File: config.mk
export PLATFORM = sky130hd
export DESIGN_NAME = aff2d_iter
export DESIGN_NICKNAME = d
export VERILOG_FILES = /design/src/sv/aff2d_pkg.sv /design/src/sv/aff2d_iter.sv
export SDC_FILE = /design/constraint.sdc
export NUM_CORES = 1
export LEC_CHECK = 0
export BUFFER_PORTS_ARGS = -buffer_cell sky130_fd_sc_hd__buf_2
export CORE_AREA = 4 4 383 385
export CTS_CLUSTER_SIZE = 14
export DETAILED_ROUTE_END_ITERATION = 10
export DIE_AREA = 0 0 387 389
export PLACE_DENSITY = 0.35
export SYNTH_ARGS = -nofsm -noshare
export SYNTH_HDL_FRONTEND = slang
export SYNTH_SLANG_ARGS = --single-unit
File: constraint.sdc
create_clock -name clk -period 4.4 [get_ports clk]
set_input_delay 0.88 -clock clk [delete_from_list [all_inputs] [get_ports clk]]
set_output_delay 0.88 -clock clk [all_outputs]
set_load 0.03 [all_outputs]
File: src/sv/aff2d_pkg.sv
`timescale 1ns / 1ps
// types, constants and helpers of the 2d affine matrix builder
// no dependencies
package aff2d_pkg;

  localparam int TABLE_LEN = 24;
  localparam int QUO_W     = 33;
  localparam int DIV_W     = 64;
  localparam int CRD_W     = 34;
  localparam int ANG_W     = 33;

  localparam logic signed [CRD_W-1:0] GAIN_Q30 = 34'sh026DD3B6A;
  localparam logic signed [31:0] SAT_MAX = 32'sh7FFFFFFF;
  localparam logic signed [31:0] SAT_MIN = 32'sh80000000;
  localparam logic signed [63:0] SAT64_MAX = 64'sd2147483647;
  localparam logic signed [63:0] SAT64_MIN = -64'sd2147483648;
  localparam logic [QUO_W-1:0] QUO_POS_LIM = 33'h07FFFFFFF;
  localparam logic [QUO_W-1:0] QUO_NEG_LIM = 33'h080000000;

  typedef struct packed {
    logic               func;
    logic signed [31:0] obj_scale_x;
    logic signed [31:0] obj_scale_y;
    logic signed [31:0] obj_pos_x;
    logic signed [31:0] obj_pos_y;
    logic        [15:0] obj_angle;
    logic signed [31:0] cam_scale_x;
    logic signed [31:0] cam_scale_y;
    logic signed [31:0] cam_pos_x;
    logic signed [31:0] cam_pos_y;
    logic        [15:0] cam_angle;
  } item_t;

  typedef struct packed {
    logic signed [31:0] m11;
    logic signed [31:0] m12;
    logic signed [31:0] m21;
    logic signed [31:0] m22;
    logic signed [31:0] m31;
    logic signed [31:0] m32;
  } mat_t;

  // one lane of the scale divider
  typedef struct packed {
    logic             neg;
    logic             zero;
    logic             ovf;
    logic [31:0]      den;
    logic [DIV_W-1:0] rem;
    logic [QUO_W-1:0] quo;
  } div_t;

  // cordic rotation state
  typedef struct packed {
    logic                    neg;
    logic signed [CRD_W-1:0] x;
    logic signed [CRD_W-1:0] y;
    logic signed [ANG_W-1:0] z;
  } crd_t;

  typedef struct packed {
    logic               rel;
    logic signed [31:0] osx;
    logic signed [31:0] osy;
    logic signed [31:0] tx;
    logic signed [31:0] ty;
    div_t               dx;
    div_t               dy;
    crd_t               crd;
  } pipe_t;

  typedef struct packed {
    logic signed [31:0] sx;
    logic signed [31:0] sy;
    logic signed [31:0] c;
    logic signed [31:0] s;
    logic signed [31:0] ns;
    logic signed [31:0] tx;
    logic signed [31:0] ty;
  } fin_t;

  typedef struct packed {
    logic signed [63:0] p11;
    logic signed [63:0] p12;
    logic signed [63:0] p21;
    logic signed [63:0] p22;
    logic signed [31:0] tx;
    logic signed [31:0] ty;
  } prod_t;

  // arctangent of 2^-i as a 32-bit binary angle (full turn = 2^32)
  function automatic logic [31:0] atan_q30(input int idx);
    logic [31:0] r;
    case (idx)
      0:       r = 32'h20000000;
      1:       r = 32'h12E4051E;
      2:       r = 32'h09FB385B;
      3:       r = 32'h051111D4;
      4:       r = 32'h028B0D43;
      5:       r = 32'h0145D7E1;
      6:       r = 32'h00A2F61E;
      7:       r = 32'h00517C55;
      8:       r = 32'h0028BE53;
      9:       r = 32'h00145F2F;
      10:      r = 32'h000A2F98;
      11:      r = 32'h000517CC;
      12:      r = 32'h00028BE6;
      13:      r = 32'h000145F3;
      14:      r = 32'h0000A2FA;
      15:      r = 32'h0000517D;
      16:      r = 32'h000028BE;
      17:      r = 32'h0000145F;
      18:      r = 32'h00000A30;
      19:      r = 32'h00000518;
      20:      r = 32'h0000028C;
      21:      r = 32'h00000146;
      22:      r = 32'h000000A3;
      23:      r = 32'h00000051;
      default: r = 32'h0;
    endcase
    return r;
  endfunction

  // clamp to the 32-bit signed range
  function automatic logic signed [31:0] sat32(input logic signed [63:0] v);
    logic signed [31:0] r;
    if (v > SAT64_MAX) begin
      r = SAT_MAX;
    end else if (v < SAT64_MIN) begin
      r = SAT_MIN;
    end else begin
      r = v[31:0];
    end
    return r;
  endfunction

endpackage

File: src/sv/aff2d_iter.sv
`timescale 1ns / 1ps
// iteration stage: divider overflow check or quotient bit; cordic step if in range
// depends on aff2d_pkg
module aff2d_iter import aff2d_pkg::*; #(
  parameter int STAGE        = 1,
  parameter int CORDIC_STEPS = 16
) (
  input  logic  clk,
  input  logic  rst,
  input  logic  en,
  input  logic  vld_in,
  input  pipe_t d,
  output logic  vld,
  output pipe_t q
);

  // quotient bits are resolved from the top down, one per stage
  localparam int DIV_BIT = (STAGE >= 2) ? QUO_W + 1 - STAGE : 0;
  localparam int CRD_IDX = STAGE - 1;

  // quotient too large for 33 bits, zero divisor included
  function automatic div_t ovf_chk(input div_t v);
    div_t r;
    r     = v;
    r.ovf = ({1'b0, v.rem} >= {v.den, 33'h0});
    return r;
  endfunction

  // restoring step for one quotient bit
  function automatic div_t div_bit(input div_t v);
    logic [DIV_W-1:0] sh;
    div_t             r;
    r  = v;
    sh = DIV_W'(v.den) << DIV_BIT;
    if (v.rem >= sh) begin
      r.rem          = v.rem - sh;
      r.quo[DIV_BIT] = 1'b1;
    end
    return r;
  endfunction

  // one cordic micro-rotation
  function automatic crd_t crd_step(input crd_t v);
    logic signed [CRD_W-1:0] dxs;
    logic signed [CRD_W-1:0] dys;
    logic signed [ANG_W-1:0] at;
    crd_t                    r;
    r   = v;
    dxs = v.y >>> CRD_IDX;
    dys = v.x >>> CRD_IDX;
    at  = signed'({1'b0, atan_q30(CRD_IDX)});
    if (!v.z[ANG_W-1]) begin
      r.x = v.x - dxs;
      r.y = v.y + dys;
      r.z = v.z - at;
    end else begin
      r.x = v.x + dxs;
      r.y = v.y - dys;
      r.z = v.z + at;
    end
    return r;
  endfunction

  pipe_t nxt;

  always_comb begin
    nxt = d;
    if (STAGE == 1) begin
      nxt.dx = ovf_chk(d.dx);
      nxt.dy = ovf_chk(d.dy);
    end else begin
      nxt.dx = div_bit(d.dx);
      nxt.dy = div_bit(d.dy);
    end
    if (CRD_IDX < CORDIC_STEPS && CRD_IDX < TABLE_LEN) begin
      nxt.crd = crd_step(d.crd);
    end
  end

  // stage register
  always_ff @(posedge clk) begin
    if (rst) begin
      vld <= 1'b0;
    end else if (en) begin
      vld <= vld_in;
    end
  end

  always_ff @(posedge clk) begin
    if (en) begin
      q <= nxt;
    end
  end

endmodule

==> flow_metrics.py <==
metrics = {
    "min_path": {
        "hp-class": "in -> reg",
    },
    "global_routing": {
        "antenna_found_initial": 125,
        "gr-usage-all-layers_pct": 18.4,
        "grt_pass1_wl_mm": 184,
        "grt_pass1_vias": 19000,
        "grt_max_degree": 98,
        "gr-total-overflow": 0,
    },
    "clock_tree": {
        "htreeDepth": 3,
        "path_clk_slew_ns": 0.06,
        "post_cts_buffers": 0,
        "cts_root_buffer": "clkbuf_16",
        "cts.sinks": 495,
        "cts_resized": 0,
        "cts_max_path_buffers": 3,
        "cts_tree": "built",
        "hold_buffers": 0,
        "cts_made_buffers": 66,
        "worstSkewPairLatency_ns": 0.63,
    },
    "synth": {
        "ys.flop_type": "edfxtp_1",
        "yosys_warnings": 0,
        "synth_cell_types": 92,
        "syn_area_per_cell_um2": 13.6,
        "synth_most_common_cell": "edfxtp_1",
        "ys_ff_latch": 495,
        "ys_async_sr_fraction_pct": 0,
        "synth_area_um2": 22900,
        "synthTopCellsByCount": "edfxtp_1, ha_1, inv_1",
        "synthTopCellsByArea": "edfxtp_1, ha_1, a21oi_1, inv_1, xnor2_1",
        "synthDominantCellAreaShare_pct": 64.7,
        "yosysTopAreaCell": "edfxtp_1",
        "syn_inst": 1684,
        "syn-num-nets": 2350,
        "seq_area_frac_synth_pct": 64.8,
        "synth_edf_count": 494,
    },
    "placed_design": {
        "port_buffers": 992,
        "placed_area_um2": 30600,
        "gp_congestion": 0.905,
        "hpwl_mm": 124,
        "dp.cells": 4591,
    },
    "route": {
        "drt-initial-drc-count": 1548,
        "ant_nets": 0,
        "first_pass_iters": 5,
        "wl_per_cell_um": 30.4,
        "drt-total-wl_mm": 145,
        "via_per_inst": 4.05,
        "vias": 19300,
        "drc": 0,
    },
    "floorplan": {
        "die_y_um": 389,
        "die_w_um": 387,
        "io_pins": 995,
        "dieArea_um2": 151000,
        "start_util_pct": 16.0,
        "core_um2": 143000,
        "placementRows": 139,
    },
    "run_status": {
        "status": "complete, no violations",
    },
    "layout": {
        "syn_to_final_growth_pct": 43.5,
        "design_area_um2": 32900,
        "layout-drive-gt1-share_pct": 42.8,
        "finalNonFillerCells": 4762,
        "nNetsFinal": 3422,
    },
    "critical_path": {
        "r2r_slack_ns": 3.82,
        "crit_type": "in -> reg",
        "cp.required_ns": 4.75,
        "cp-end-kind": "flip-flop",
        "cp-start-kind": "input pin",
        "crit_arrival_ns": 3.91,
        "cp_max_fo": 13,
    },
    "pwr": {
        "seq_power_share_pct": 40.2,
        "cellInternalPower_mw": 9.92,
        "p_switching_mw": 4.72,
        "clock_power_share_pct": 38.1,
        "combPwrFrac_pct": 21.8,
        "swShare_pct": 32.2,
        "p_leak_nw": 13.9,
        "vdd_drop_max_mv": 0.269,
        "cellPowerDensity_nw_per_um2": 445,
    },
    "sta": {
        "worstMarginPinSlew_ns": 1.11,
        "fmax_ghz": 0.280,
        "finalSetupTns_ns": 0,
        "final-setup-viol-count": 0,
        "period_share_pct": 81.0,
        "period_minus_slack_ns": 3.57,
        "rsz0062_at_grt": "false",
        "slew_violations": 0,
        "finClkSkew_ns": 0,
        "finalHoldViolations": 0,
        "max_slew_margin_pct": 26.1,
    },
    "run": {
        "maxCapViolations": 0,
    },
}
placed cells by master, fill, tap and decap left out, drive strengths merged, types with 4 or more instances in the layout:
| cell type | netlist | layout |
|---|---|---|
| o2111ai | 7 | 7 |
| mux2i | 8 | 8 |
| a211oi | 11 | 11 |
| a21boi | 5 | 5 |
| nand4 | 26 | 26 |
| nand3 | 27 | 27 |
| nor2 | 93 | 93 |
| o31ai | 13 | 13 |
| xor2 | 7 | 7 |
| diode | 0 | 55 |
| a21oi | 145 | 145 |
| a21o | 38 | 38 |
| o21a | 10 | 10 |
| a31oi | 7 | 7 |
| clkinv | 1 | 22 |
| o221ai | 7 | 7 |
| ha | 163 | 163 |
| nor4 | 24 | 24 |
| or4 | 5 | 5 |
| or2 | 5 | 5 |
| nand2b | 19 | 19 |
| clkbuf | 20 | 80 |
| nand3b | 4 | 4 |
| nor3 | 26 | 26 |
| o21ai | 91 | 91 |
| buf | 28 | 1052 |
| or3 | 10 | 10 |
| o211ai | 18 | 18 |
| edfxtp | 494 | 494 |
| nor2b | 19 | 19 |
| inv | 167 | 172 |
| bufinv | 0 | 8 |
| o311ai | 5 | 5 |
| nand2 | 56 | 56 |
| xnor2 | 57 | 57 |
| o21bai | 17 | 17 |
| fa | 4 | 4 |
kinds of logic after synthesis:
group | synth area share [%]
flops | 64.8
compound gates | 11.6
simple gates | 7.60
buf+inv | 3.86
fa+ha+maj | 9.25
xor+xnor | 2.45
mux | 0.399
worst paths after layout:
kind,from,end,depth (start not counted)
hold reg to reg,vld,vld,2
setup / recovery,d[41],q[59],12
setup reg to reg,vld,vld,2
hold / removal,rst,vld,2
power groups by stage:
stage / clock network, mW / registers (mW) / logic, mW
floorplan: 0 / 6.80 / 0.827
global placement: 0 / 5.97 / 3.24
detailed placement: 0 / 5.96 / 3.22
CTS: 5.81 / 5.88 / 3.24
global route: 5.98 / 5.91 / 3.37
finish: 5.57 / 5.88 / 3.19
stage by stage:
step	worst slack, ns	util, %	total power, mW	hold WS, ns
2_1_floorplan	1.19	-	7.63	0.630
3_3_place_gp	0.230	21.4	9.21	0.472
3_5_place_dp	0.252	21.4	9.18	0.487
4_1_cts	0.971	22.9	14.9	0.310
5_1_grt	0.579	22.9	15.3	0.336
6_report	0.835	23.0	14.6	0.400
worst max-delay path: stages:
cell	delay, ns
buf_2	0.10
inv_1	0.05
ha_1	0.60
nand3_1	0.26
nor4_1	0.62
o211ai_1	0.32
a31oi_1	0.22
buf_4	0.17
nor2_1	0.05
o311ai_2	0.27
o221ai_2	0.15
xnor2_1	0.21
state kept, by name, summed over array words and instances (netlist names):
name,flops
q,494
vld,1
routing by layer:
layer	track usage, %	wire length, um	up-vias
li1	-	-	8510
met1	22.4	58500	9545
met2	30.4	68200	999
met3	7.23	14400	200
met4	4.31	3510	48
met5	0	295	-
final cells by class:
cell class | instances | area [um2]
clock buffers | 80 | 1750
repair buffers | 1052 | 5510
clock inverters | 36 | 437
flip-flops and latches | 495 | 14900
multi-input cells | 973 | 7180
inverters | 168 | 633
diodes | 55 | 138
well taps | 1903 | 2380
fillers | 15500 | 110000
No activity file was read; power rests on OpenSTA's default activity.
