<file path="config.mk">
export PLATFORM = sky130hd
export DESIGN_NAME = aff2d_prep
export DESIGN_NICKNAME = d
export VERILOG_FILES = /design/src/sv/aff2d_pkg.sv /design/src/sv/aff2d_prep.sv
export SDC_FILE = /design/constraint.sdc
export NUM_CORES = 1
export LEC_CHECK = 0
export BUFFER_PORTS_ARGS = -buffer_cell sky130_fd_sc_hd__buf_2
export CORE_AREA = 2 2 311 313
export DETAILED_ROUTE_END_ITERATION = 8
export DIE_AREA = 0 0 313 315
export PLACE_DENSITY = 0.38
export SYNTH_ARGS = -nofsm -noshare
export SYNTH_HDL_FRONTEND = slang
export SYNTH_SLANG_ARGS = --single-unit
export TNS_END_PERCENT = 20
</file>
<file path="constraint.sdc">
create_clock -name clk -period 3.5 [get_ports clk]
set_input_delay 0.35 -clock clk [delete_from_list [all_inputs] [get_ports clk]]
set_output_delay 0.35 -clock clk [all_outputs]
set_load 0.005 [all_outputs]
</file>
<file path="src/sv/aff2d_pkg.sv">
`timescale 1ns / 1ps
// types, constants and helpers of the 2d affine matrix builder
// no dependencies
package aff2d_pkg;

  localparam int TABLE_LEN = 24;
  localparam int QUO_W     = 33;
  localparam int DIV_W     = 64;
  localparam int CRD_W     = 34;
  localparam int ANG_W     = 33;

  localparam logic signed [CRD_W-1:0] GAIN_Q30 = 34'sh026DD3B6A;
  localparam logic signed [31:0] SAT_MAX = 32'sh7FFFFFFF;
  localparam logic signed [31:0] SAT_MIN = 32'sh80000000;
  localparam logic signed [63:0] SAT64_MAX = 64'sd2147483647;
  localparam logic signed [63:0] SAT64_MIN = -64'sd2147483648;
  localparam logic [QUO_W-1:0] QUO_POS_LIM = 33'h07FFFFFFF;
  localparam logic [QUO_W-1:0] QUO_NEG_LIM = 33'h080000000;

  typedef struct packed {
    logic               func;
    logic signed [31:0] obj_scale_x;
    logic signed [31:0] obj_scale_y;
    logic signed [31:0] obj_pos_x;
    logic signed [31:0] obj_pos_y;
    logic        [15:0] obj_angle;
    logic signed [31:0] cam_scale_x;
    logic signed [31:0] cam_scale_y;
    logic signed [31:0] cam_pos_x;
    logic signed [31:0] cam_pos_y;
    logic        [15:0] cam_angle;
  } item_t;

  typedef struct packed {
    logic signed [31:0] m11;
    logic signed [31:0] m12;
    logic signed [31:0] m21;
    logic signed [31:0] m22;
    logic signed [31:0] m31;
    logic signed [31:0] m32;
  } mat_t;

  // one lane of the scale divider
  typedef struct packed {
    logic             neg;
    logic             zero;
    logic             ovf;
    logic [31:0]      den;
    logic [DIV_W-1:0] rem;
    logic [QUO_W-1:0] quo;
  } div_t;

  // cordic rotation state
  typedef struct packed {
    logic                    neg;
    logic signed [CRD_W-1:0] x;
    logic signed [CRD_W-1:0] y;
    logic signed [ANG_W-1:0] z;
  } crd_t;

  typedef struct packed {
    logic               rel;
    logic signed [31:0] osx;
    logic signed [31:0] osy;
    logic signed [31:0] tx;
    logic signed [31:0] ty;
    div_t               dx;
    div_t               dy;
    crd_t               crd;
  } pipe_t;

  typedef struct packed {
    logic signed [31:0] sx;
    logic signed [31:0] sy;
    logic signed [31:0] c;
    logic signed [31:0] s;
    logic signed [31:0] ns;
    logic signed [31:0] tx;
    logic signed [31:0] ty;
  } fin_t;

  typedef struct packed {
    logic signed [63:0] p11;
    logic signed [63:0] p12;
    logic signed [63:0] p21;
    logic signed [63:0] p22;
    logic signed [31:0] tx;
    logic signed [31:0] ty;
  } prod_t;

  // arctangent of 2^-i as a 32-bit binary angle (full turn = 2^32)
  function automatic logic [31:0] atan_q30(input int idx);
    logic [31:0] r;
    case (idx)
      0:       r = 32'h20000000;
      1:       r = 32'h12E4051E;
      2:       r = 32'h09FB385B;
      3:       r = 32'h051111D4;
      4:       r = 32'h028B0D43;
      5:       r = 32'h0145D7E1;
      6:       r = 32'h00A2F61E;
      7:       r = 32'h00517C55;
      8:       r = 32'h0028BE53;
      9:       r = 32'h00145F2F;
      10:      r = 32'h000A2F98;
      11:      r = 32'h000517CC;
      12:      r = 32'h00028BE6;
      13:      r = 32'h000145F3;
      14:      r = 32'h0000A2FA;
      15:      r = 32'h0000517D;
      16:      r = 32'h000028BE;
      17:      r = 32'h0000145F;
      18:      r = 32'h00000A30;
      19:      r = 32'h00000518;
      20:      r = 32'h0000028C;
      21:      r = 32'h00000146;
      22:      r = 32'h000000A3;
      23:      r = 32'h00000051;
      default: r = 32'h0;
    endcase
    return r;
  endfunction

  // clamp to the 32-bit signed range
  function automatic logic signed [31:0] sat32(input logic signed [63:0] v);
    logic signed [31:0] r;
    if (v > SAT64_MAX) begin
      r = SAT_MAX;
    end else if (v < SAT64_MIN) begin
      r = SAT_MIN;
    end else begin
      r = v[31:0];
    end
    return r;
  endfunction

endpackage

</file>
<file path="src/sv/aff2d_prep.sv">
`timescale 1ns / 1ps
// input stage: mode selection, translation, divider and cordic setup
// depends on aff2d_pkg
module aff2d_prep import aff2d_pkg::*; #(
  parameter int FRAC_BITS = 16
) (
  input  logic  clk,
  input  logic  rst,
  input  logic  en,
  input  logic  item_valid,
  input  item_t item,
  output logic  vld,
  output pipe_t q
);

  pipe_t nxt;

  // operand magnitudes and quotient sign for one scale lane
  function automatic div_t div_init(input logic signed [31:0] os,
                                    input logic signed [31:0] cs);
    logic signed [32:0] num;
    logic [32:0]        mag;
    logic [31:0]        dmag;
    div_t               d;
    num    = {os, 1'b0};
    mag    = num[32] ? 33'(-num) : 33'(num);
    dmag   = cs[31] ? 32'(-cs) : 32'(cs);
    d.neg  = num[32] ^ cs[31];
    d.zero = (mag == '0);
    d.ovf  = 1'b0;
    d.den  = dmag;
    d.rem  = DIV_W'(mag) << FRAC_BITS;
    d.quo  = '0;
    return d;
  endfunction

  // doubled position difference, saturated
  function automatic logic signed [31:0] rel_pos(input logic signed [31:0] op,
                                                 input logic signed [31:0] cp);
    logic signed [33:0] dbl;
    dbl = (34'(op) - 34'(cp)) <<< 1;
    return sat32(64'(dbl));
  endfunction

  // fold the angle into the right half plane
  logic [15:0] ang;
  logic [31:0] a32;
  logic        fold;
  logic [31:0] af;

  always_comb begin
    ang  = item.func ? 16'(item.obj_angle - item.cam_angle) : item.obj_angle;
    a32  = {ang, 16'h0};
    fold = a32[31] ^ a32[30];
    af   = {a32[31] ^ fold, a32[30:0]};

    nxt.rel     = item.func;
    nxt.osx     = item.obj_scale_x;
    nxt.osy     = item.obj_scale_y;
    nxt.tx      = item.func ? rel_pos(item.obj_pos_x, item.cam_pos_x) : item.obj_pos_x;
    nxt.ty      = item.func ? rel_pos(item.obj_pos_y, item.cam_pos_y) : item.obj_pos_y;
    nxt.dx      = div_init(item.obj_scale_x, item.cam_scale_x);
    nxt.dy      = div_init(item.obj_scale_y, item.cam_scale_y);
    nxt.crd.neg = fold;
    nxt.crd.x   = GAIN_Q30;
    nxt.crd.y   = '0;
    nxt.crd.z   = ANG_W'(signed'(af));
  end

  // stage register
  always_ff @(posedge clk) begin
    if (rst) begin
      vld <= 1'b0;
    end else if (en) begin
      vld <= item_valid;
    end
  end

  always_ff @(posedge clk) begin
    if (en) begin
      q <= nxt;
    end
  end

endmodule

</file>
==> flow_summary.toml, run 1 <==
[job]
maxCapViolCount = 0

[global_routing]
grt_pass1_vias = 15490
grt_use_total_pct = 13.48
grt_max_degree = 88
grt_pass1_wl_mm = 99.98
gr-total-overflow = 0
antenna_found_initial = 9

[finish]
fin_area_um2 = 24440
drive_gt1_share_pct = 32.64
final_cells = 3781
area_growth_pct = 34.19
nNetsFinal = 2854

[power_and_ir_drop]
powerDensity_nw_per_um2 = 446.0
p_leak_nw = 10.53
power.total_w = 0.01090
peakVddDrop_v = 0.0002795

[placed_design]
gp_congestion = 0.8249
dpl.cell_count = 3683
port_buffers = 572
dp_worst_setup_slack_ps = -517.1
place_area_um2 = 22910
dp.final_hpwl_mm = 57.70

[status]
outcome = "finished clean"

[cts]
cts_sinks = 277
cts_setup_buffers = 0
cts_tree = "done"
insertion_delay_ps = 570
clk_path_buf_depth = 3
ctsRootBufferMaster = "clkbuf_16"
htree_levels = 2
cts_buffers = 38
clk_pin_slew_ps = 50

[synth]
synth_common_cells = "edfxtp_1 (276), buf_4 (219), xnor2_1 (156)"
yosysTopAreaCellShare_pct = 45.51
synth_area_leaders = "edfxtp_1 (46%), buf_4 (9.0%), xnor2_1 (7.5%)"
async_flop_share_pct = 0
syn_area_per_cell_um2 = 10.51
yosys_warnings = 0
synthCells = 1733
synth_edf_count = 276
synth_ff_type = "edfxtp_1"
ys_seq_area_share_pct = 45.62
synth_top_cell_by_area = "edfxtp_1"
yosysMostFrequentCell = "edfxtp_1"
ys_seq_elements = 277
synth_cell_type_count = 75
syn-cell-area_um2 = 18210

[routing]
wl_mm = 70.57
drcViolationCount = 0
detail-route-antenna-nets = 0
drt_iter0_markers = 938
routedWlPerCell_um = 18.66
vias = 15620
viasPerCell = 4.131
dr.pass1.iters = 4

[critical_path]
end_kind = "flip-flop"
worst_path_max_delay_cell = "dlygate4sd3_1"
cpPeakStageDelay_ps = 530
start_kind = "primary input"
cp_cell_sequence = "dlygate4sd3_1, buf_2, or3_1, nor3_1, nand3_1, or3_4, or4_1, or3_4, mux2_4, a32oi_1, nor4b_2"
cp_common_cell = "or3_4"
critPathMaxFanout = 5
cp.arrival_ps = 3640
crit_type = "in2reg"
worstPathRequired_ps = 3810
ff2ff_path_depth = 3

[sta]
rsz0062_at_grt = "no"
worst_pin_slew_ps = 773.7
period_minus_slack_ps = 3332
period_share_pct = 95.19
max_freq_mhz = 300.1
slew_violations = 0
hold_viol = 0
setup_viol = 0
fin_ws_ps = 168.2
finClkSkew_ps = 0
maxSlewHeadroom_pct = 48.42

[worst_hold_path]
hold_class = "in2reg"
hold-path-cell-count = 1

[floorplan]
core-area_um2 = 95710
die_area_um2 = 98600
die_y_um = 315
rows = 114
initial_core_util_pct = 19.03
boundaryPins = 789
fp.dieW_um = 313
[state kept, by name, summed over array words and instances, names as in the netlist]
signal / flops
q: 276
vld: 1
[cell type report]
| class | instances | area, um^2 |
|---|---|---|
| fillers | 10390 | 71270 |
| clock inverters | 24 | 264.0 |
| multi-input cells | 1290 | 8463 |
| well taps | 1276 | 1597 |
| inverters | 110 | 412.9 |
| diodes | 2 | 5.005 |
| clock buffers | 44 | 973.4 |
| flip-flops and latches | 277 | 8308 |
| repair buffers | 758 | 4414 |
[routing by layer]
layer | wire length (um) | vias up | track usage [%]
met1 | 27930 | 7446 | 15.40
met5 | 67 | - | 0
met4 | 1599 | 10 | 3.599
li1 | - | 7425 | -
met2 | 35640 | 654 | 24.56
met3 | 5325 | 86 | 3.684
[worst paths after layout]
kind,slack [ps],from,to
hold reg to reg,1020,vld$_SDFFE_PP0P_,vld$_SDFFE_PP0P_
setup reg to reg,2380,vld$_SDFFE_PP0P_,vld$_SDFFE_PP0P_
setup / recovery,170,item[227],q[232]$_DFFE_PP_
hold / removal,50,item[243],q[449]$_DFFE_PP_
[power by group]
group | switching (W) | internal, W
clock | 0.00168 | 0.00231
combinational | 0.00148 | 0.00117
sequential | 0.000136 | 0.00412
[cells by family after synthesis]
logic type | Yosys count | share of synthesized area [%]
and+or+nand+nor | 399 | 11.25
AOI/OAI and AO/OA | 383 | 14.53
buffers and inverters | 380 | 12.35
DFF | 277 | 45.62
xor gates and xnor gates | 185 | 8.897
adders and majority gates | 86 | 6.032
muxes | 21 | 1.278
other | 2 | 0.04124
[stage by stage]
| step | hold slack, ps | setup TNS [ps] | utilization [%] |
|---|---|---|---|
| 6_report | 46.45 | 0 | 25.53 |
| 5_1_grt | 1.870 | 0 | 25.53 |
| 4_1_cts | 0.9480 | 0 | 25.52 |
| 3_5_place_dp | 477.3 | -25570 | 23.94 |
| 3_3_place_gp | 466.6 | -20370 | 23.94 |
| 2_1_floorplan | 422.4 | 0 | - |
[cell usage in the layout, fill, tap and decap left out, types with 12 or more instances in the layout]
| cell | instances |
|---|---|
| dlygate4sd3_1 | 28 |
| o41ai_1 | 20 |
| clkbuf_16 | 38 |
| nor2b_1 | 22 |
| nor2_1 | 83 |
| a21oi_1 | 69 |
| o311ai_0 | 17 |
| inv_1 | 109 |
| conb_1 | 216 |
| xnor2_1 | 156 |
| nand2b_1 | 20 |
| o21ai_0 | 82 |
| a31oi_1 | 12 |
| xor2_1 | 29 |
| nand2_1 | 110 |
| buf_4 | 152 |
| nor3_1 | 35 |
| ha_1 | 83 |
| o211ai_1 | 13 |
| buf_2 | 571 |
| a21o_1 | 32 |
| o31ai_1 | 38 |
| mux2_2 | 13 |
| or4_1 | 24 |
| a221o_1 | 29 |
| edfxtp_1 | 276 |
| nor4_1 | 15 |
| nand3_1 | 24 |
[worst max-delay path: cells and delay by family]
family                 cells  cell delay [ps]
AOI/OAI and AO/OA          1              240
buffers and inverters      2              680
muxes                      1              300
and+or+nand+nor            7             2060
[repair_timing]
item                                    in CTS  in global routing
hold buffers                                28                  0
endpoints found under the setup margin       0                 16
endpoints found under the hold margin       27                  0
resized for setup                            0                  3
No activity file was read; power rests on OpenSTA's default activity.
==> inputs of run 2 (changes only) <==
CORE_AREA = 2 2 310 312   (was 2 2 311 313)
DIE_AREA = 0 0 312 314   (was 0 0 313 315)
PLACE_DENSITY = 0.37   (was 0.38)
clock period = 4.3 ns   (was 3.5 ns; I/O delays follow)
==> flow_summary.toml, run 2 (synthesis results as in run 1) <==
[cts]
clk_path_buf_depth = 3
insertion_delay_ps = 570
clk_pin_slew_ps = 60
htree_levels = 2
cts_sinks = 277
cts_tree = "done"
cts_buffers = 39
ctsRootBufferMaster = "clkbuf_16"
cts_resized = 0

[routing]
drcViolationCount = 0
vias = 15070
dr_wl_met3_mm = 4.963
wl_met2_mm = 35.31
drt_iter0_markers = 1030
routedWlPerCell_um = 19.30
viasPerCell = 4.178
detail-route-antenna-nets = 0
wl_met1_mm = 27.86
wl_mm = 69.58
dr.max_layer_used = "met5"
dr.pass1.iters = 5

[sta]
period_share_pct = 91.61
max_freq_mhz = 253.9
finClkSkew_ps = 0
maxSlewHeadroom_pct = 23.14
rsz0062_at_grt = "no"
worst_pin_slew_ps = 1149
hold_viol = 0
setup_viol = 0
period_minus_slack_ps = 3939
slew_violations = 0

[status]
outcome = "finished clean"

[power_and_ir_drop]
peakVddDrop_v = 0.0002889
p_leak_nw = 9.770
power.total_w = 0.008765
powerDensity_nw_per_um2 = 378.7

[floorplan]
initial_core_util_pct = 19.28
core-area_um2 = 94450
rows = 113
fp.dieW_um = 312
boundaryPins = 789
die_y_um = 314
die_area_um2 = 97970

[worst_hold_path]
min_from = "item[112]"
hold-path-cell-count = 1
hold_class = "in2reg"

[finish]
most-common-layout-cells = "buf_2 (571), edfxtp_1 (276), conb_1 (216), xnor2_1 (156), nand2_1 (111)"
largestRegisters = "q x276, vld x1"
n_fill_cell = 10410
nNetsFinal = 2692
area_growth_pct = 27.10
drive_gt1_share_pct = 28.97
top_register = "q"
final_cells = 3606
final_common_cell = "buf_2"
fin_area_um2 = 23150
largest_reg_flops = 276

[critical_path]
start_kind = "primary input"
path_depth = 14
cp_cell_sequence = "buf_2, inv_1, ha_1, fa_1, nand2b_1, a21oi_1, o41ai_1, buf_4, o2111ai_1, and4_1, nor4_1, nor3_1, nor2_1, o311ai_0"
cp_top_family = "simple AND/OR/NAND/NOR gates"
end_kind = "flip-flop"
cp.buffers_inverters = 3
ff2ff_path_depth = 2
crit_start = "item[160]"
worstPathRequired_ps = 4540
cp.arrival_ps = 4180
worst_path_max_delay_cell = "nor2_1"
critPathMaxFanout = 14
r2r_start = "vld$_SDFFE_PP0P_"
crit_type = "in2reg"
cpPeakStageDelay_ps = 870

[placed_design]
dpl.cell_count = 3536
dp.final_hpwl_mm = 55.95
gp_congestion = 0.8612
place_area_um2 = 21850
port_buffers = 572

[global_routing]
grt_pass1_vias = 14900
grt_pass1_wl_mm = 99.87
grt_max_degree = 98
gr-total-overflow = 0
grt_use_total_pct = 13.43
antenna_found_initial = 10

[job]
maxCapViolCount = 0
[run 2: cell count changes in the layout (fill, tap and decap cells not counted), moves of 2 or more]
cell and change:
buf_12 -2, buf_4 -134, clkbuf_1 +5, clkinv_1 -4, clkinv_2 -4, clkinv_4 +2
dlygate4sd3_1 -27, inv_16 -2
[run 2: layout make-up]
| class | instances | area (um^2) | share of cell area, % |
|---|---|---|---|
| clock buffers | 50 | 1017 | 4.395 |
| flip-flops and latches | 277 | 8308 | 35.89 |
| clock inverters | 18 | 267.8 | 1.157 |
| well taps | 1265 | 1583 | 6.838 |
| inverters | 110 | 412.9 | 1.784 |
| multi-input cells | 1290 | 8457 | 36.54 |
| diodes | 1 | 2.502 | 0.01081 |
| repair buffers | 595 | 3098 | 13.38 |
[run 2: what timing repair did]
| item | CTS | global route |
|---|---|---|
| buffers inserted | 0 | 0 |
| hold buffers | 1 | 0 |
| setup endpoints to repair | 0 | 0 |
| endpoints found under the hold margin | 1 | 0 |
[run 2: worst register-to-register path: cells and delay by family (launching register included)]
| family | cells | cell delay (ps) |
|---|---|---|
| mux | 1 | 120 |
| simple gates | 1 | 50 |
| flops | 1 | 310 |
[run 2: report_power, final]
group	switching, W	internal [W]
combinational	0.00117	0.000812
clock	0.00134	0.00199
sequential	0.000106	0.00335
total	0.00261	0.00615
[run 2: metal layers]
metal  vias up  track usage [%]
li1       7080                -
met1      7234            15.73
met2       674            24.59
met3        76            3.241
met4         2            3.147
met5         -                0
[run 2: per-stage QoR]
stage / setup TNS [ps] / setup slack [ps] / utilization, % / hold WS [ps]
floorplan: 0 / 732.5 / - / 485.0
detailed placement: -2220 / -216.9 / 23.13 / 498.9
global placement: -1693 / -133.2 / 23.13 / 473.1
CTS: 0 / 379.7 / 24.50 / 33.02
finish: 0 / 360.7 / 24.51 / 78.99
global route: 0 / 22.55 / 24.51 / 36.25
[run 2: path summary, 6_finish.rpt]
kind | to | slack [ps]
worst max register to register | vld$_SDFFE_PP0P_ | 3720
worst min-delay path | q[331]$_DFFE_PP_ | 80
worst max-delay path | q[372]$_DFFE_PP_ | 360
worst min register to register | vld$_SDFFE_PP0P_ | 500
==> inputs of run 3 (changes only) <==
REMOVE_ABC_BUFFERS = 1   (was not set)
==> flow_summary.toml, run 3 (synthesis results as in run 1) <==
[routing]
viasPerCell = 4.155
vias = 15010
detail-route-antenna-nets = 0
routedWlPerCell_um = 18.91
dr.pass1.iters = 5
wl_mm = 68.29
drt_iter0_markers = 945
drcViolationCount = 0

[worst_hold_path]
min_from = "item[112]"
hold_class = "in2reg"
holdPathEnd = "q[331]$_DFFE_PP_"
hold-path-cell-count = 1

[sta]
max_freq_mhz = 263.0
worst_pin_slew_ps = 987.6
maxSlewHeadroom_pct = 33.30
hold_viol = 0
period_minus_slack_ps = 3802
finClkSkew_ps = 0
slew_violations = 0
setup_viol = 0
rsz0062_at_grt = "no"
period_share_pct = 88.41
setup_tns_ps = 0

[finish]
nNetsFinal = 2695
final_common_cell = "buf_2"
area_growth_pct = 26.63
fin_area_um2 = 23060
largest_reg_flops = 276
largestRegisters = "q x276, vld x1"
most-common-layout-cells = "buf_2 (571), edfxtp_1 (276), conb_1 (216), xnor2_1 (156), nand2_1 (111)"
drive_gt1_share_pct = 28.98
top_register = "q"

[power_and_ir_drop]
powerDensity_nw_per_um2 = 366.1
p_leak_nw = 9.744
power.total_w = 0.008443
combPwrFrac_pct = 23.5
p_int_w = 0.005961
peakVddDrop_v = 0.0001999
switching_share_pct = 29.40
power_switching_w = 0.002482
seqPwrFrac_pct = 40.9
clkPwrFrac_pct = 35.6

[global_routing]
grt_use_total_pct = 13.18
gr-total-overflow = 0
antenna_found_initial = 18
use_met3_pct = 3.643
grt_pass1_vias = 14820
use_met1_pct = 16.22
top_usage_layer = "met2"
grtUsageMet2_pct = 22.94
grt_pass1_wl_mm = 97.57
grt_max_degree = 98

[critical_path]
crit_type = "in2reg"
start_kind = "primary input"
cp.arrival_ps = 4080
end_kind = "flip-flop"
critPathMaxFanout = 21
reg2reg_slack_ps = 3720
reg2reg_to = "vld$_SDFFE_PP0P_"
r2r_start = "vld$_SDFFE_PP0P_"
ff2ff_path_depth = 2
worstPathRequired_ps = 4570

[cts]
ctsRootBufferMaster = "clkbuf_16"
htree_levels = 2
cts_setup_buffers = 0
clk_path_buf_depth = 3
clk_pin_slew_ps = 50
cts_sinks = 277
insertion_delay_ps = 530
cts_buffers = 36
cts_tree = "done"

[status]
outcome = "finished clean"

[placed_design]
place_area_um2 = 21890
dp.final_hpwl_mm = 56.16
gp_congestion = 0.8346
port_buffers = 572

[floorplan]
rows = 113
die_area_um2 = 97970
initial_core_util_pct = 19.28
fp.dieW_um = 312
die_y_um = 314
boundaryPins = 789
core-area_um2 = 94450

[job]
maxCapViolCount = 0
==> run 3: power by group through the flow <==
stage	clock, W	sequential (W)	combinational (W)
after floorplan	0	0.00352	0.000925
after global placement	0	0.00351	0.00200
after detailed placement	0	0.00352	0.00200
after CTS	0.00315	0.00346	0.00201
after global routing	0.00324	0.00348	0.00219
final	0.00301	0.00345	0.00198
==> run 3: worst max-delay path by stage <==
stage | from | end | slack (ps)
6_report | item[192] | q[405]$_DFFE_PP_ | 500
5_1_grt | item[160] | q[370]$_DFFE_PP_ | 330
4_1_cts | item[160] | q[370]$_DFFE_PP_ | 220
3_5_place_dp | item[160] | q[370]$_DFFE_PP_ | -390
3_3_place_gp | item[160] | q[384]$_DFFE_PP_ | -170
2_1_floorplan | item[26] | q[370]$_DFFE_PP_ | 660
==> run 3: stage by stage <==
stage,utilization [%],hold WS (ps),setup slack [ps],instances
6_report,24.42,104.6,498.2,3611
5_1_grt,24.41,63.19,334.9,3609
4_1_cts,24.41,54.12,220.0,3608
3_5_place_dp,23.18,483.4,-393.3,3542
3_3_place_gp,23.18,470.4,-170.1,3542
2_1_floorplan,-,485.0,663.8,1677
==> run 3: cell type report <==
type	count	area (um^2)
inverter	110	412.9
sequential	277	8308
clock inverter	15	152.6
tap	1265	1583
antenna	3	7.507
clock buffer	50	994.7
fill	10380	71380
timing repair buffer	601	3143
multi-input combinational	1290	8459
==> run 3: repair_timing <==
action / CTS / global route
hold buffers: 1 / 0
setup endpoints to repair: 0 / 4
resized for setup: 0 / 1
hold endpoints to repair: 1 / 0
==> run 3: routing by layer <==
| layer | up-vias | part of all wire [%] | wire length (um) |
|---|---|---|---|
| met4 | 14 | 1.5 | 1040 |
| met3 | 66 | 8.1 | 5526 |
| met2 | 664 | 48 | 33060 |
| li1 | 7085 | - | - |
| met5 | - | 0.15 | 102 |
| met1 | 7176 | 42 | 28560 |
==> run 3: critical path: stages <==
cell and delay (ps):
buf_2 110, inv_1 40, ha_1 190, fa_1 410, nand2b_1 190, a21oi_1 450
o2111ai_1 240, a21o_1 250, o41a_1 500, o21bai_1 210, xnor2_1 180, o21a_1 360
buf_12 220, a221o_1 280
