File: src/sv/aff2d_pkg.sv
`timescale 1ns / 1ps
// types, constants and helpers of the 2d affine matrix builder
// no dependencies
package aff2d_pkg;

  localparam int TABLE_LEN = 24;
  localparam int QUO_W     = 33;
  localparam int DIV_W     = 64;
  localparam int CRD_W     = 34;
  localparam int ANG_W     = 33;

  localparam logic signed [CRD_W-1:0] GAIN_Q30 = 34'sh026DD3B6A;
  localparam logic signed [31:0] SAT_MAX = 32'sh7FFFFFFF;
  localparam logic signed [31:0] SAT_MIN = 32'sh80000000;
  localparam logic signed [63:0] SAT64_MAX = 64'sd2147483647;
  localparam logic signed [63:0] SAT64_MIN = -64'sd2147483648;
  localparam logic [QUO_W-1:0] QUO_POS_LIM = 33'h07FFFFFFF;
  localparam logic [QUO_W-1:0] QUO_NEG_LIM = 33'h080000000;

  typedef struct packed {
    logic               func;
    logic signed [31:0] obj_scale_x;
    logic signed [31:0] obj_scale_y;
    logic signed [31:0] obj_pos_x;
    logic signed [31:0] obj_pos_y;
    logic        [15:0] obj_angle;
    logic signed [31:0] cam_scale_x;
    logic signed [31:0] cam_scale_y;
    logic signed [31:0] cam_pos_x;
    logic signed [31:0] cam_pos_y;
    logic        [15:0] cam_angle;
  } item_t;

  typedef struct packed {
    logic signed [31:0] m11;
    logic signed [31:0] m12;
    logic signed [31:0] m21;
    logic signed [31:0] m22;
    logic signed [31:0] m31;
    logic signed [31:0] m32;
  } mat_t;

  // one lane of the scale divider
  typedef struct packed {
    logic             neg;
    logic             zero;
    logic             ovf;
    logic [31:0]      den;
    logic [DIV_W-1:0] rem;
    logic [QUO_W-1:0] quo;
  } div_t;

  // cordic rotation state
  typedef struct packed {
    logic                    neg;
    logic signed [CRD_W-1:0] x;
    logic signed [CRD_W-1:0] y;
    logic signed [ANG_W-1:0] z;
  } crd_t;

  typedef struct packed {
    logic               rel;
    logic signed [31:0] osx;
    logic signed [31:0] osy;
    logic signed [31:0] tx;
    logic signed [31:0] ty;
    div_t               dx;
    div_t               dy;
    crd_t               crd;
  } pipe_t;

  typedef struct packed {
    logic signed [31:0] sx;
    logic signed [31:0] sy;
    logic signed [31:0] c;
    logic signed [31:0] s;
    logic signed [31:0] ns;
    logic signed [31:0] tx;
    logic signed [31:0] ty;
  } fin_t;

  typedef struct packed {
    logic signed [63:0] p11;
    logic signed [63:0] p12;
    logic signed [63:0] p21;
    logic signed [63:0] p22;
    logic signed [31:0] tx;
    logic signed [31:0] ty;
  } prod_t;

  // arctangent of 2^-i as a 32-bit binary angle (full turn = 2^32)
  function automatic logic [31:0] atan_q30(input int idx);
    logic [31:0] r;
    case (idx)
      0:       r = 32'h20000000;
      1:       r = 32'h12E4051E;
      2:       r = 32'h09FB385B;
      3:       r = 32'h051111D4;
      4:       r = 32'h028B0D43;
      5:       r = 32'h0145D7E1;
      6:       r = 32'h00A2F61E;
      7:       r = 32'h00517C55;
      8:       r = 32'h0028BE53;
      9:       r = 32'h00145F2F;
      10:      r = 32'h000A2F98;
      11:      r = 32'h000517CC;
      12:      r = 32'h00028BE6;
      13:      r = 32'h000145F3;
      14:      r = 32'h0000A2FA;
      15:      r = 32'h0000517D;
      16:      r = 32'h000028BE;
      17:      r = 32'h0000145F;
      18:      r = 32'h00000A30;
      19:      r = 32'h00000518;
      20:      r = 32'h0000028C;
      21:      r = 32'h00000146;
      22:      r = 32'h000000A3;
      23:      r = 32'h00000051;
      default: r = 32'h0;
    endcase
    return r;
  endfunction

  // clamp to the 32-bit signed range
  function automatic logic signed [31:0] sat32(input logic signed [63:0] v);
    logic signed [31:0] r;
    if (v > SAT64_MAX) begin
      r = SAT_MAX;
    end else if (v < SAT64_MIN) begin
      r = SAT_MIN;
    end else begin
      r = v[31:0];
    end
    return r;
  endfunction

endpackage

File: src/sv/aff2d_fin.sv
`timescale 1ns / 1ps
// finishing stage: quotient sign and saturation, sine and cosine rounding
// depends on aff2d_pkg
module aff2d_fin import aff2d_pkg::*; #(
  parameter int FRAC_BITS = 16
) (
  input  logic  clk,
  input  logic  rst,
  input  logic  en,
  input  logic  vld_in,
  input  pipe_t d,
  output logic  vld,
  output fin_t  q
);

  localparam int RSH = 30 - FRAC_BITS;
  localparam logic signed [CRD_W-1:0] HALF = CRD_W'(1) <<< (RSH - 1);

  // signed, saturated quotient
  function automatic logic signed [31:0] quo_sat(input div_t v);
    logic [QUO_W-1:0]   nq;
    logic signed [31:0] r;
    nq = -v.quo;
    if (v.zero) begin
      r = '0;
    end else if (v.ovf) begin
      r = v.neg ? SAT_MIN : SAT_MAX;
    end else if (!v.neg) begin
      r = (v.quo > QUO_POS_LIM) ? SAT_MAX : signed'(v.quo[31:0]);
    end else begin
      r = (v.quo > QUO_NEG_LIM) ? SAT_MIN : signed'(nq[31:0]);
    end
    return r;
  endfunction

  // undo the half turn, then round to the output fraction
  function automatic logic signed [31:0] crd_round(input logic signed [CRD_W-1:0] v,
                                                   input logic neg);
    logic signed [CRD_W-1:0] vf;
    logic signed [CRD_W-1:0] vr;
    vf = neg ? -v : v;
    vr = (vf + HALF) >>> RSH;
    return vr[31:0];
  endfunction

  fin_t nxt;

  always_comb begin
    nxt.sx = d.rel ? quo_sat(d.dx) : d.osx;
    nxt.sy = d.rel ? quo_sat(d.dy) : d.osy;
    nxt.c  = crd_round(d.crd.x, d.crd.neg);
    nxt.s  = crd_round(d.crd.y, d.crd.neg);
    nxt.ns = -crd_round(d.crd.y, d.crd.neg);
    nxt.tx = d.tx;
    nxt.ty = d.ty;
  end

  // stage register
  always_ff @(posedge clk) begin
    if (rst) begin
      vld <= 1'b0;
    end else if (en) begin
      vld <= vld_in;
    end
  end

  always_ff @(posedge clk) begin
    if (en) begin
      q <= nxt;
    end
  end

endmodule

File: config.mk
export PLATFORM = sky130hd
export DESIGN_NAME = aff2d_fin
export DESIGN_NICKNAME = d
export VERILOG_FILES = /design/src/sv/aff2d_pkg.sv /design/src/sv/aff2d_fin.sv
export SDC_FILE = /design/constraint.sdc
export NUM_CORES = 1
export LEC_CHECK = 0
export BUFFER_PORTS_ARGS = -buffer_cell sky130_fd_sc_hd__buf_2
export CAP_MARGIN = 20
export CORE_AREA = 2 2 285 287
export CTS_BUF_LIST = sky130_fd_sc_hd__clkbuf_2 sky130_fd_sc_hd__clkbuf_4 sky130_fd_sc_hd__clkbuf_8
export CTS_CLUSTER_SIZE = 30
export DETAILED_ROUTE_END_ITERATION = 8
export DIE_AREA = 0 0 287 289
export REMOVE_ABC_BUFFERS = 1
export SETUP_SLACK_MARGIN = 0.2
export SYNTH_ARGS = -nofsm -noshare
export SYNTH_HDL_FRONTEND = slang
export SYNTH_SLANG_ARGS = --single-unit
File: constraint.sdc
create_clock -name clk -period 5.6 [get_ports clk]
set_input_delay 1.12 -clock clk [delete_from_list [all_inputs] [get_ports clk]]
set_output_delay 1.12 -clock clk [all_outputs]
set_load 0.02 [all_outputs]
==> qor.txt, run 1 <==
Critical path startpoint category: input pin
Num CTS Buffers: 17
Filler Cells Inserted: 8844
Syn Area/Cell: 10.0 um^2
Detailed Route WL: 50900 um
Vias in the first global route: 10.8k
Most used flip-flop cell after synthesis: edfxtp_1
Worst endpoint data arrival time: 5020 ps
Post-DP Area: 15800 um^2
Sink Count: 200
Yosys top cell area share: 49.3%
Critical path buffers and inverters: 1
Core area: 79900 um^2
Status: finished, final reports clean
Register area share after synthesis: 49.5%
Cell Rows: 104
Reg area: 6000 um^2
Post-synthesis cell count: 1211
CP Max Fanout: 7
Hold Violations, Final: 0
Initial antenna violation count: 27
Final Non-Filler Cells: 2763
DRT iter0 DRCs: 736
Crit Path Category: input pin to flip-flop
Post-DRT Antenna Nets: 0
Post-synth top area cell: edfxtp_1
Clock latency on the worst-skew pair: 560 ps
EDFF count, synth: 199
Most common cell in the synthesized netlist: edfxtp_1
H-tree Lvls: 4
Multi-input logic area: 5300 um^2
Synthesized area: 12100 um^2
Final HPWL DP: 40500 um
Setup ws final: 892 ps
Peak supply drop: 148 uV
First-pass GRT wire length: 71900 um
Synthesized flop and latch total: 200
CTS tree: done
Largest net degree at the start of global routing: 120
Reg clk slew, reported paths: 130 ps
Setup Fix Bufs, Post-CTS: 0
# IOs: 724
F_max: 212 MHz
Setup violators final: 0
Layout Utilization: 20.4%
Via count: 11.6k
Gp weighted congestion: 0.898
Inst Count DP: 2714
Post-synth top cells: 199 x edfxtp_1, 95 x inv_1, 82 x nand2_1
Top post-synthesis cells by area: edfxtp_1 49%, xnor2_1 4.1%, o22ai_1 3.5%
Layout Area Growth over Synthesis: 34.3%
Asr flop ratio synth: 0%
Ys Warns: 0
Initial Util: 15.2%
Crit-path slowest cell: nor4_4
Pre-Repair DR Iteration Count: 7
Drt drc: 0
Post-synth cell types: 87
GR Overflow Total: 0
Worst Skew: 0 ps
Port buffer count: 498
Crit path capture type: flip-flop
Area of the die: 82900 um^2
Die height: 289 um
Lkg Pwr: 6.35 nW
Setup TNS: 0 ps
Critical path required time: 5910 ps
Min-delay worst type: flip-flop to flip-flop
Slew HR: 29.7%
Top delay family on crit path: simple AND/OR/NAND/NOR gates
Drt via density: 4.20
PostCTS Resize Cnt: 0
Critical-path cell list: buf_2, nor4_2, nand4_1, o21ai_0, xnor2_1, ha_1, o21ai_0, mux2i_2, o21a_1, nor2_1, a2111oi_4, nand2_1, nor4_4, nand4_1, xor2_1
Overall power: 3.91 mW
Worst slew pin tran: 1050 ps
Pwr dens: 241 nW/um^2
Tcrit/Tclk final: 84.1%
Total GRT Usage: 11.8%
Pre-CTS WS: 281 ps
RSZ-0062 raised after global routing: no
Nets: 2179
Maxcap violations: 0
Min Clock Period, post-route: 4710 ps
Design Area, Final: 16300 um^2
Die Width: 287 um
Max incr delay on CP: 420 ps
Layout cell share with drive strength beyond 1: 35.8%
CTS max path bufs: 2
Post-CTS Hold Fix Bufs: 0
WL/cell: 18.4 um
Root buffer selected by CTS: clkbuf_8
Hold WS: 509 ps
Slew Viols, Final: 0
[state kept, by name (all words and copies together) (netlist names)]
register  flops
q           199
vld           1
[final cells by class]
type,count,area share [%]
multi-input cells,824,32.6
well taps,1060,8.16
repair buffers,535,17.2
clock inverters,15,1.24
diodes,17,0.262
flip-flops and latches,200,36.9
clock buffers,17,1.44
inverters,95,2.19
[final timing paths]
kind | from | to | slack, ps | cells past startpoint
setup / recovery | d[35] | q[83]$_DFFE_PP_ | 890 | 15
hold / removal | vld$_SDFFE_PP0P_ | vld$_SDFFE_PP0P_ | 510 | 2
setup reg to reg | vld$_SDFFE_PP0P_ | vld$_SDFFE_PP0P_ | 5010 | 2
hold reg to reg | vld$_SDFFE_PP0P_ | vld$_SDFFE_PP0P_ | 510 | 2
[worst register-to-register path: stages, from the launching register on]
cell and delay, ps:
dfxtp_1 330, mux2i_1 120, nor2_1 50
[cells in the final DEF, fill, tap and decap left out, types with 18 or more instances in the layout]
master / n
edfxtp_1: 199
clkbuf_8: 18
buf_4: 35
buf_2: 497
nand3_1: 18
inv_1: 95
xor2_1: 22
nand2_1: 82
o31ai_1: 50
nand2b_1: 20
o22ai_1: 67
nand4_1: 31
nor3_1: 46
nor2_1: 70
or3_1: 21
a21oi_1: 66
xnor2_1: 56
o21ai_0: 53
[kinds of logic after synthesis]
group	after synthesis	synth area share, %
mux	7	0.620
flops	200	49.5
fa+ha+maj	7	0.723
buf+inv	187	6.79
compound gates	351	19.3
xor+xnor	78	5.64
simple gates	381	17.4
[routing by layer]
metal / track usage (%) / vias up / routed length [um] / part of all wire [%]
li1: - / 5514 / - / -
met1: 14.1 / 5444 / 20600 / 41
met2: 18.9 / 554 / 23200 / 46
met3: 5.04 / 70 / 5690 / 11
met4: 3.95 / 28 / 1220 / 2.4
met5: 0 / - / 186 / 0.37
[power by group]
part	internal, mW	switching [mW]	total, mW
combinational	0.326	0.651	0.976
clock	0.386	0.690	1.08
sequential	1.82	0.0399	1.86
total	2.53	1.38	3.91
No activity file was read; power rests on OpenSTA's default activity.
==> inputs of run 2 (changes only) <==
==> constraint.sdc (replaced) <==
create_clock -name clk -period 3.9 [get_ports clk]
set_input_delay 0.78 -clock clk [delete_from_list [all_inputs] [get_ports clk]]
set_output_delay 0.78 -clock clk [all_outputs]
set_load 0.02 [all_outputs]
==> qor.txt, run 2 (synthesis results as in run 1) <==
Worst hold path stage count: 2 (unchanged)
Crit Path Category: input pin to flip-flop
Sink Count: 200 (unchanged)
Slew HR: 48.3% (+19 points)
Layout Area Growth over Synthesis: 50.8%
Total GRT Usage: 12.2% (+0.46 points)
# IOs: 724 (unchanged)
Inst Count DP: 2865 (+5.6%)
Nets: 2349 (+7.8%)
Vias in the first global route: 11.4k (+5.5%)
Core area: 79900 um^2 (unchanged)
RSZ-0062 raised after global routing: yes
Hold WS: 350 ps (-159 ps)
Worst slew pin tran: 776 ps (-271 ps)
GR Overflow Total: 0 (unchanged)
Layout Utilization: 22.9% (+2.5 points)
Largest net degree at the start of global routing: 84 (-30%)
Initial antenna violation count: 23 (-15%)
Most common cell after layout, fill and taps aside: buf_2
Detailed Route WL: 54100 um (+6.2%)
Pwr dens: 318 nW/um^2 (+32%)
Die height: 289 um (unchanged)
Num CTS Buffers: 17 (unchanged)
Post-DRT Antenna Nets: 0 (unchanged)
Peak supply drop: 181 uV (+23%)
F_max: 259 MHz
Critical path startpoint category: input pin
Cell Rows: 104 (unchanged)
H-tree Lvls: 4 (unchanged)
Worst-case reg-to-reg path depth: 2 (unchanged)
Hold Violations, Final: 0 (unchanged)
R2R setup slack: 3320 ps (-1690 ps)
Worst Skew: 0 ps (unchanged)
Crit path capture type: flip-flop
Critical path required time: 4290 ps (-1620 ps)
Max FFs per register: 199 (unchanged)
Die Width: 287 um (unchanged)
FF-to-FF End: vld$_SDFFE_PP0P_
WL/cell: 18.5 um (+0.36%)
Worst endpoint data arrival time: 4250 ps (-770 ps)
Area of the die: 82900 um^2 (unchanged)
CTS tree: done
Via count: 12.3k (+6.3%)
Worst Hold Launch: rst
Pre-Repair DR Iteration Count: 5 (-2)
Filler Cells Inserted: 8758 (-0.97%)
Commonest cells after routing, fill and taps aside: 492 x buf_2, 199 x edfxtp_1, 184 x buf_4
Top Registers: q: 199 flops, vld: 1 flops
First-pass GRT wire length: 74300 um (+3.3%)
Min Clock Period, post-route: 3860 ps
Status: finished, final reports clean
Lkg Pwr: 7.41 nW (+17%)
Layout cell share with drive strength beyond 1: 45.6% (+9.8 points)
Initial Util: 15.2% (unchanged)
Drt drc: 0 (unchanged)
Top reg by flops: q
DRT iter0 DRCs: 767 (+4.2%)
CTS max path bufs: 2 (unchanged)
Final HPWL DP: 42400 um (+4.8%)
Port buffer count: 498 (unchanged)
Final Non-Filler Cells: 2925 (+5.9%)
Min-delay worst type: input pin to flip-flop
Tcrit/Tclk final: 98.9%
Setup violators final: 0 (unchanged)
Gp weighted congestion: 0.920 (+2.5%)
Reg2reg start: vld$_SDFFE_PP0P_
Clock latency on the worst-skew pair: 560 ps (about the same)
Root buffer selected by CTS: clkbuf_8
Post-CTS Hold Fix Bufs: 0 (unchanged)
Drt via density: 4.22 (+0.43%)
Maxcap violations: 0 (unchanged)
Worst Hold Path EP: vld$_SDFFE_PP0P_
Reg clk slew, reported paths: 120 ps (about the same)
Slew Viols, Final: 0 (unchanged)
CP Max Fanout: 6 (-1)
==> run 2: metrics by stage <==
step	power, mW	area (um^2)	setup TNS, ps	setup WS [ps]
6_report	5.81	18300	0	41.3
3_5_place_dp	4.24	17000	-22760	-609
3_3_place_gp	4.24	17000	-21970	-572
2_1_floorplan	3.42	11600	-13480	-689
4_1_cts	5.84	17500	0	145
5_1_grt	6.11	18300	0	0.995
==> run 2: power by group <==
part / total [mW] / switching (mW) / internal (mW)
Sequential: 2.67 / 0.0600 / 2.61
Combinational: 1.61 / 1.01 / 0.598
Clock: 1.53 / 0.979 / 0.554
==> run 2: worst max-delay path, cell delays in order <==
cell and delay [ps]:
buf_8 100, inv_4 50, ha_4 130, or3b_4 370
or4_4 610, or4_4 460, nand4bb_4 240, o41ai_4 390
and2b_2 240, nand2_4 100, buf_12 190, buf_8 120
nor3b_4 220, a2111oi_4 50, o22ai_1 170
==> run 2: cell type report <==
| type | count | area [um^2] | share of cell area, % |
|---|---|---|---|
| repair buffers | 705 | 4290 | 23.5 |
| diodes | 9 | 22.5 | 0.123 |
| well taps | 1060 | 1330 | 7.26 |
| clock inverters | 14 | 175 | 0.959 |
| multi-input cells | 824 | 5850 | 32.1 |
| clock buffers | 18 | 241 | 1.32 |
| inverters | 95 | 359 | 1.97 |
| flip-flops and latches | 200 | 6000 | 32.8 |
==> run 2: how the worst max path moves through the flow <==
stage / from / endpoint / slack, ps / cells past startpoint
floorplan: d[35] / q[83]$_DFFE_PP_ / -690 / 14
global placement: d[39] / q[83]$_DFFE_PP_ / -570 / 20
detailed placement: d[35] / q[83]$_DFFE_PP_ / -610 / 19
CTS: d[103] / q[162]$_DFFE_PP_ / 140 / 15
global route: d[103] / q[169]$_DFFE_PP_ / 1 / 15
finish: d[103] / q[169]$_DFFE_PP_ / 40 / 15
==> run 2: repair_timing <==
action	in CTS	in global routing
buffers inserted	6	12
pin swaps	7	34
endpoints found under the setup margin	16	47
gates cloned	0	1
endpoints found under the hold margin	0	0
gates resized for setup	8	113
==> run 2: layer usage <==
| metal | wire length (um) | track usage [%] | up-vias | share of wire [%] |
|---|---|---|---|---|
| met5 | 136 | 0 | - | 0.25 |
| met4 | 1710 | 4.27 | 20 | 3.2 |
| met3 | 6100 | 4.94 | 73 | 11 |
| met2 | 24700 | 20.0 | 594 | 46 |
| met1 | 21500 | 14.5 | 5809 | 40 |
| li1 | - | - | 5847 | - |
==> inputs of run 3 (changes only) <==
==> constraint.sdc (replaced) <==
create_clock -name clk -period 3.54 [get_ports clk]
set_input_delay 0.708 -clock clk [delete_from_list [all_inputs] [get_ports clk]]
set_output_delay 0.708 -clock clk [all_outputs]
set_load 0.02 [all_outputs]
==> qor.txt, run 3 (synthesis results as in run 1) <==
Status: complete, but fails checks
Failing checks: negative setup slack
Met2 wire len: 25900 um (+4.9%)
Crit path from: d[103]
Final HPWL DP: 43400 um (+2.3%)
Pwr dens: 339 nW/um^2 (+6.7%)
F_max: 278 MHz
Nets: 2417 (+2.9%)
Min-delay worst type: input pin to flip-flop
CP Max Fanout: 6 (unchanged)
Combinational power share: 29.0% (+1.4 points)
Layout cell share with drive strength beyond 1: 49.9% (+4.4 points)
Lkg Pwr: 7.79 nW (+5.2%)
Max incr delay on CP: 540 ps (-70 ps)
Clock latency on the worst-skew pair: 560 ps (about the same)
H-tree Lvls: 4 (unchanged)
Core area: 79900 um^2 (unchanged)
Crit-path slowest cell: or4_4
Reg area: 6000 um^2 (unchanged)
Slew Viols, Final: 0 (unchanged)
Port buffer count: 498 (unchanged)
Critical path buffers and inverters: 4 (unchanged)
Met3 WL: 6180 um (+1.3%)
Top Registers: q: 199 flops, vld: 1 flops
Initial antenna violation count: 22 (-4.3%)
Die Width: 287 um (unchanged)
Root buffer selected by CTS: clkbuf_8
RSZ-0062 raised after global routing: yes
Multi-input logic area: 6210 um^2 (+6.1%)
First-pass GRT wire length: 77300 um (+4.1%)
Maxcap violations: 0 (unchanged)
Pint: 4.21 mW (+12%)
Top Layer Used: met5
Worst slew pin tran: 831 ps (+55.1 ps)
Hold Violations, Final: 0 (unchanged)
Critical-path cell list: buf_8, inv_4, ha_4, or3b_4, or4_4, or4_4, nand4bb_4, o41ai_4, and2b_2, nand2_4, buf_12, buf_16, o31ai_4, a21oi_4, o22ai_2
Layout Area Growth over Synthesis: 58.5%
Pre-Repair DR Iteration Count: 5 (unchanged)
Max FFs per register: 199 (unchanged)
Detailed Route WL: 55200 um (+2.2%)
# IOs: 724 (unchanged)
Sw Share: 35.4% (+0.16 points)
Initial Util: 15.2% (unchanged)
Tcrit/Tclk final: 101%
Most common cell after layout, fill and taps aside: buf_2
CTS max path bufs: 2 (unchanged)
Cell Rows: 104 (unchanged)
Post-CTS Hold Fix Bufs: 0 (unchanged)
Num CTS Buffers: 17 (unchanged)
Vias in the first global route: 12.2k (+7.3%)
Post-DRT Antenna Nets: 0 (unchanged)
Critical path required time: 3960 ps (-330 ps)
Reg2reg start: vld$_SDFFE_PP0P_
Crit Path Category: input pin to flip-flop
Sequential power share: 45.2% (-0.8 points)
Filler Cells Inserted: 8626 (-1.5%)
Die height: 289 um (unchanged)
Drt via density: 4.21 (-0.15%)
Gp weighted congestion: 0.911 (-1.1%)
DRT iter0 DRCs: 737 (-3.9%)
Net Sw Power: 2.30 mW (+13%)
Inst Count DP: 2922 (+2.0%)
Setup ws final: -51.4 ps (-92.7 ps)
WL/cell: 18.5 um (about the same)
Crit path capture type: flip-flop
Final Non-Filler Cells: 2990 (+2.2%)
Worst Hold Launch: rst
CTS tree: done
Worst Skew: 0 ps (unchanged)
Sink Count: 200 (unchanged)
Peak supply drop: 240 uV (+32%)
Total GRT Usage: 12.7% (+0.43 points)
Critical path startpoint category: input pin
Met1 wire length: 21700 um (+0.91%)
Clk pwr share: 25.7% (-0.7 points)
Top reg by flops: q
Worst endpoint data arrival time: 4010 ps (-240 ps)
Layout Utilization: 24.0% (+1.2 points)
Min Clock Period, post-route: 3590 ps
Hold WS: 277 ps (-73.2 ps)
Via count: 12.6k (+2.1%)
Area of the die: 82900 um^2 (unchanged)
Largest net degree at the start of global routing: 69 (-18%)
Setup violators final: 17 (+17)
Drt drc: 0 (unchanged)
CP dominant cell by count: or4_4
Reg clk slew, reported paths: 120 ps (about the same)
Top delay family on crit path: simple AND/OR/NAND/NOR gates
GR Overflow Total: 0 (unchanged)
Slew HR: 44.2% (-4.1 points)
Commonest cells after routing, fill and taps aside: 491 x buf_2, 248 x buf_4, 199 x edfxtp_1
run 3: cell types whose count changed in the layout (fill, tap and decap cells not counted), moves of 5 or more:
cell,change
a21oi_2,+9
o31ai_4,+11
a21oi_1,-12
o21ai_0,-6
o31ai_1,-10
nor2_1,-6
buf_12,+5
buf_4,+64
nor2_2,+5
run 3: repair_timing:
item | 4_1_cts | 5_1_grt
endpoints found under the setup margin | 58 | 61
setup buffers | 20 | 9
resized for setup | 127 | 84
pin swaps | 44 | 23
cloned | 1 | 0
run 3: final cells by class:
type | instances | area share, %
diodes | 6 | 0.0783
well taps | 1060 | 6.91
flip-flops and latches | 200 | 31.2
repair buffers | 773 | 25.3
clock buffers | 17 | 1.22
clock inverters | 15 | 0.939
inverters | 95 | 1.88
multi-input cells | 824 | 32.4
run 3: path summary, 6_finish.rpt:
check	end	slack [ps]	cells past startpoint
worst max-delay path	q[167]$_DFFE_PP_	-50	15
worst min register to register	vld$_SDFFE_PP0P_	510	2
worst max register to register	vld$_SDFFE_PP0P_	2960	2
worst min-delay path	vld$_SDFFE_PP0P_	280	2
run 3: routing by layer:
metal,global-route usage [%],vias up
met3,5.94,77
li1,-,5969
met1,14.2,5973
met4,4.62,28
met5,0,-
met2,21.0,551
run 3: power groups by stage:
| stage | clock network [mW] | registers [mW] | logic, mW |
|---|---|---|---|
| floorplan | 0 | 3.34 | 0.421 |
| detailed placement | 0 | 3.00 | 1.72 |
| finish | 1.68 | 2.95 | 1.89 |
| CTS | 1.79 | 2.95 | 1.83 |
| global placement | 0 | 3.00 | 1.71 |
| global route | 1.85 | 2.97 | 2.03 |
run 3: metrics by stage:
step | power [mW] | TNS (ps) | cell area [um^2] | setup WS (ps)
3_3_place_gp | 4.71 | -37860 | 17400 | -851
6_report | 6.51 | -293 | 19200 | -51.4
4_1_cts | 6.57 | 0 | 18700 | 27.1
2_1_floorplan | 3.76 | -30100 | 11600 | -977
3_5_place_dp | 4.72 | -40740 | 17400 | -855
5_1_grt | 6.85 | -1890 | 19200 | -134
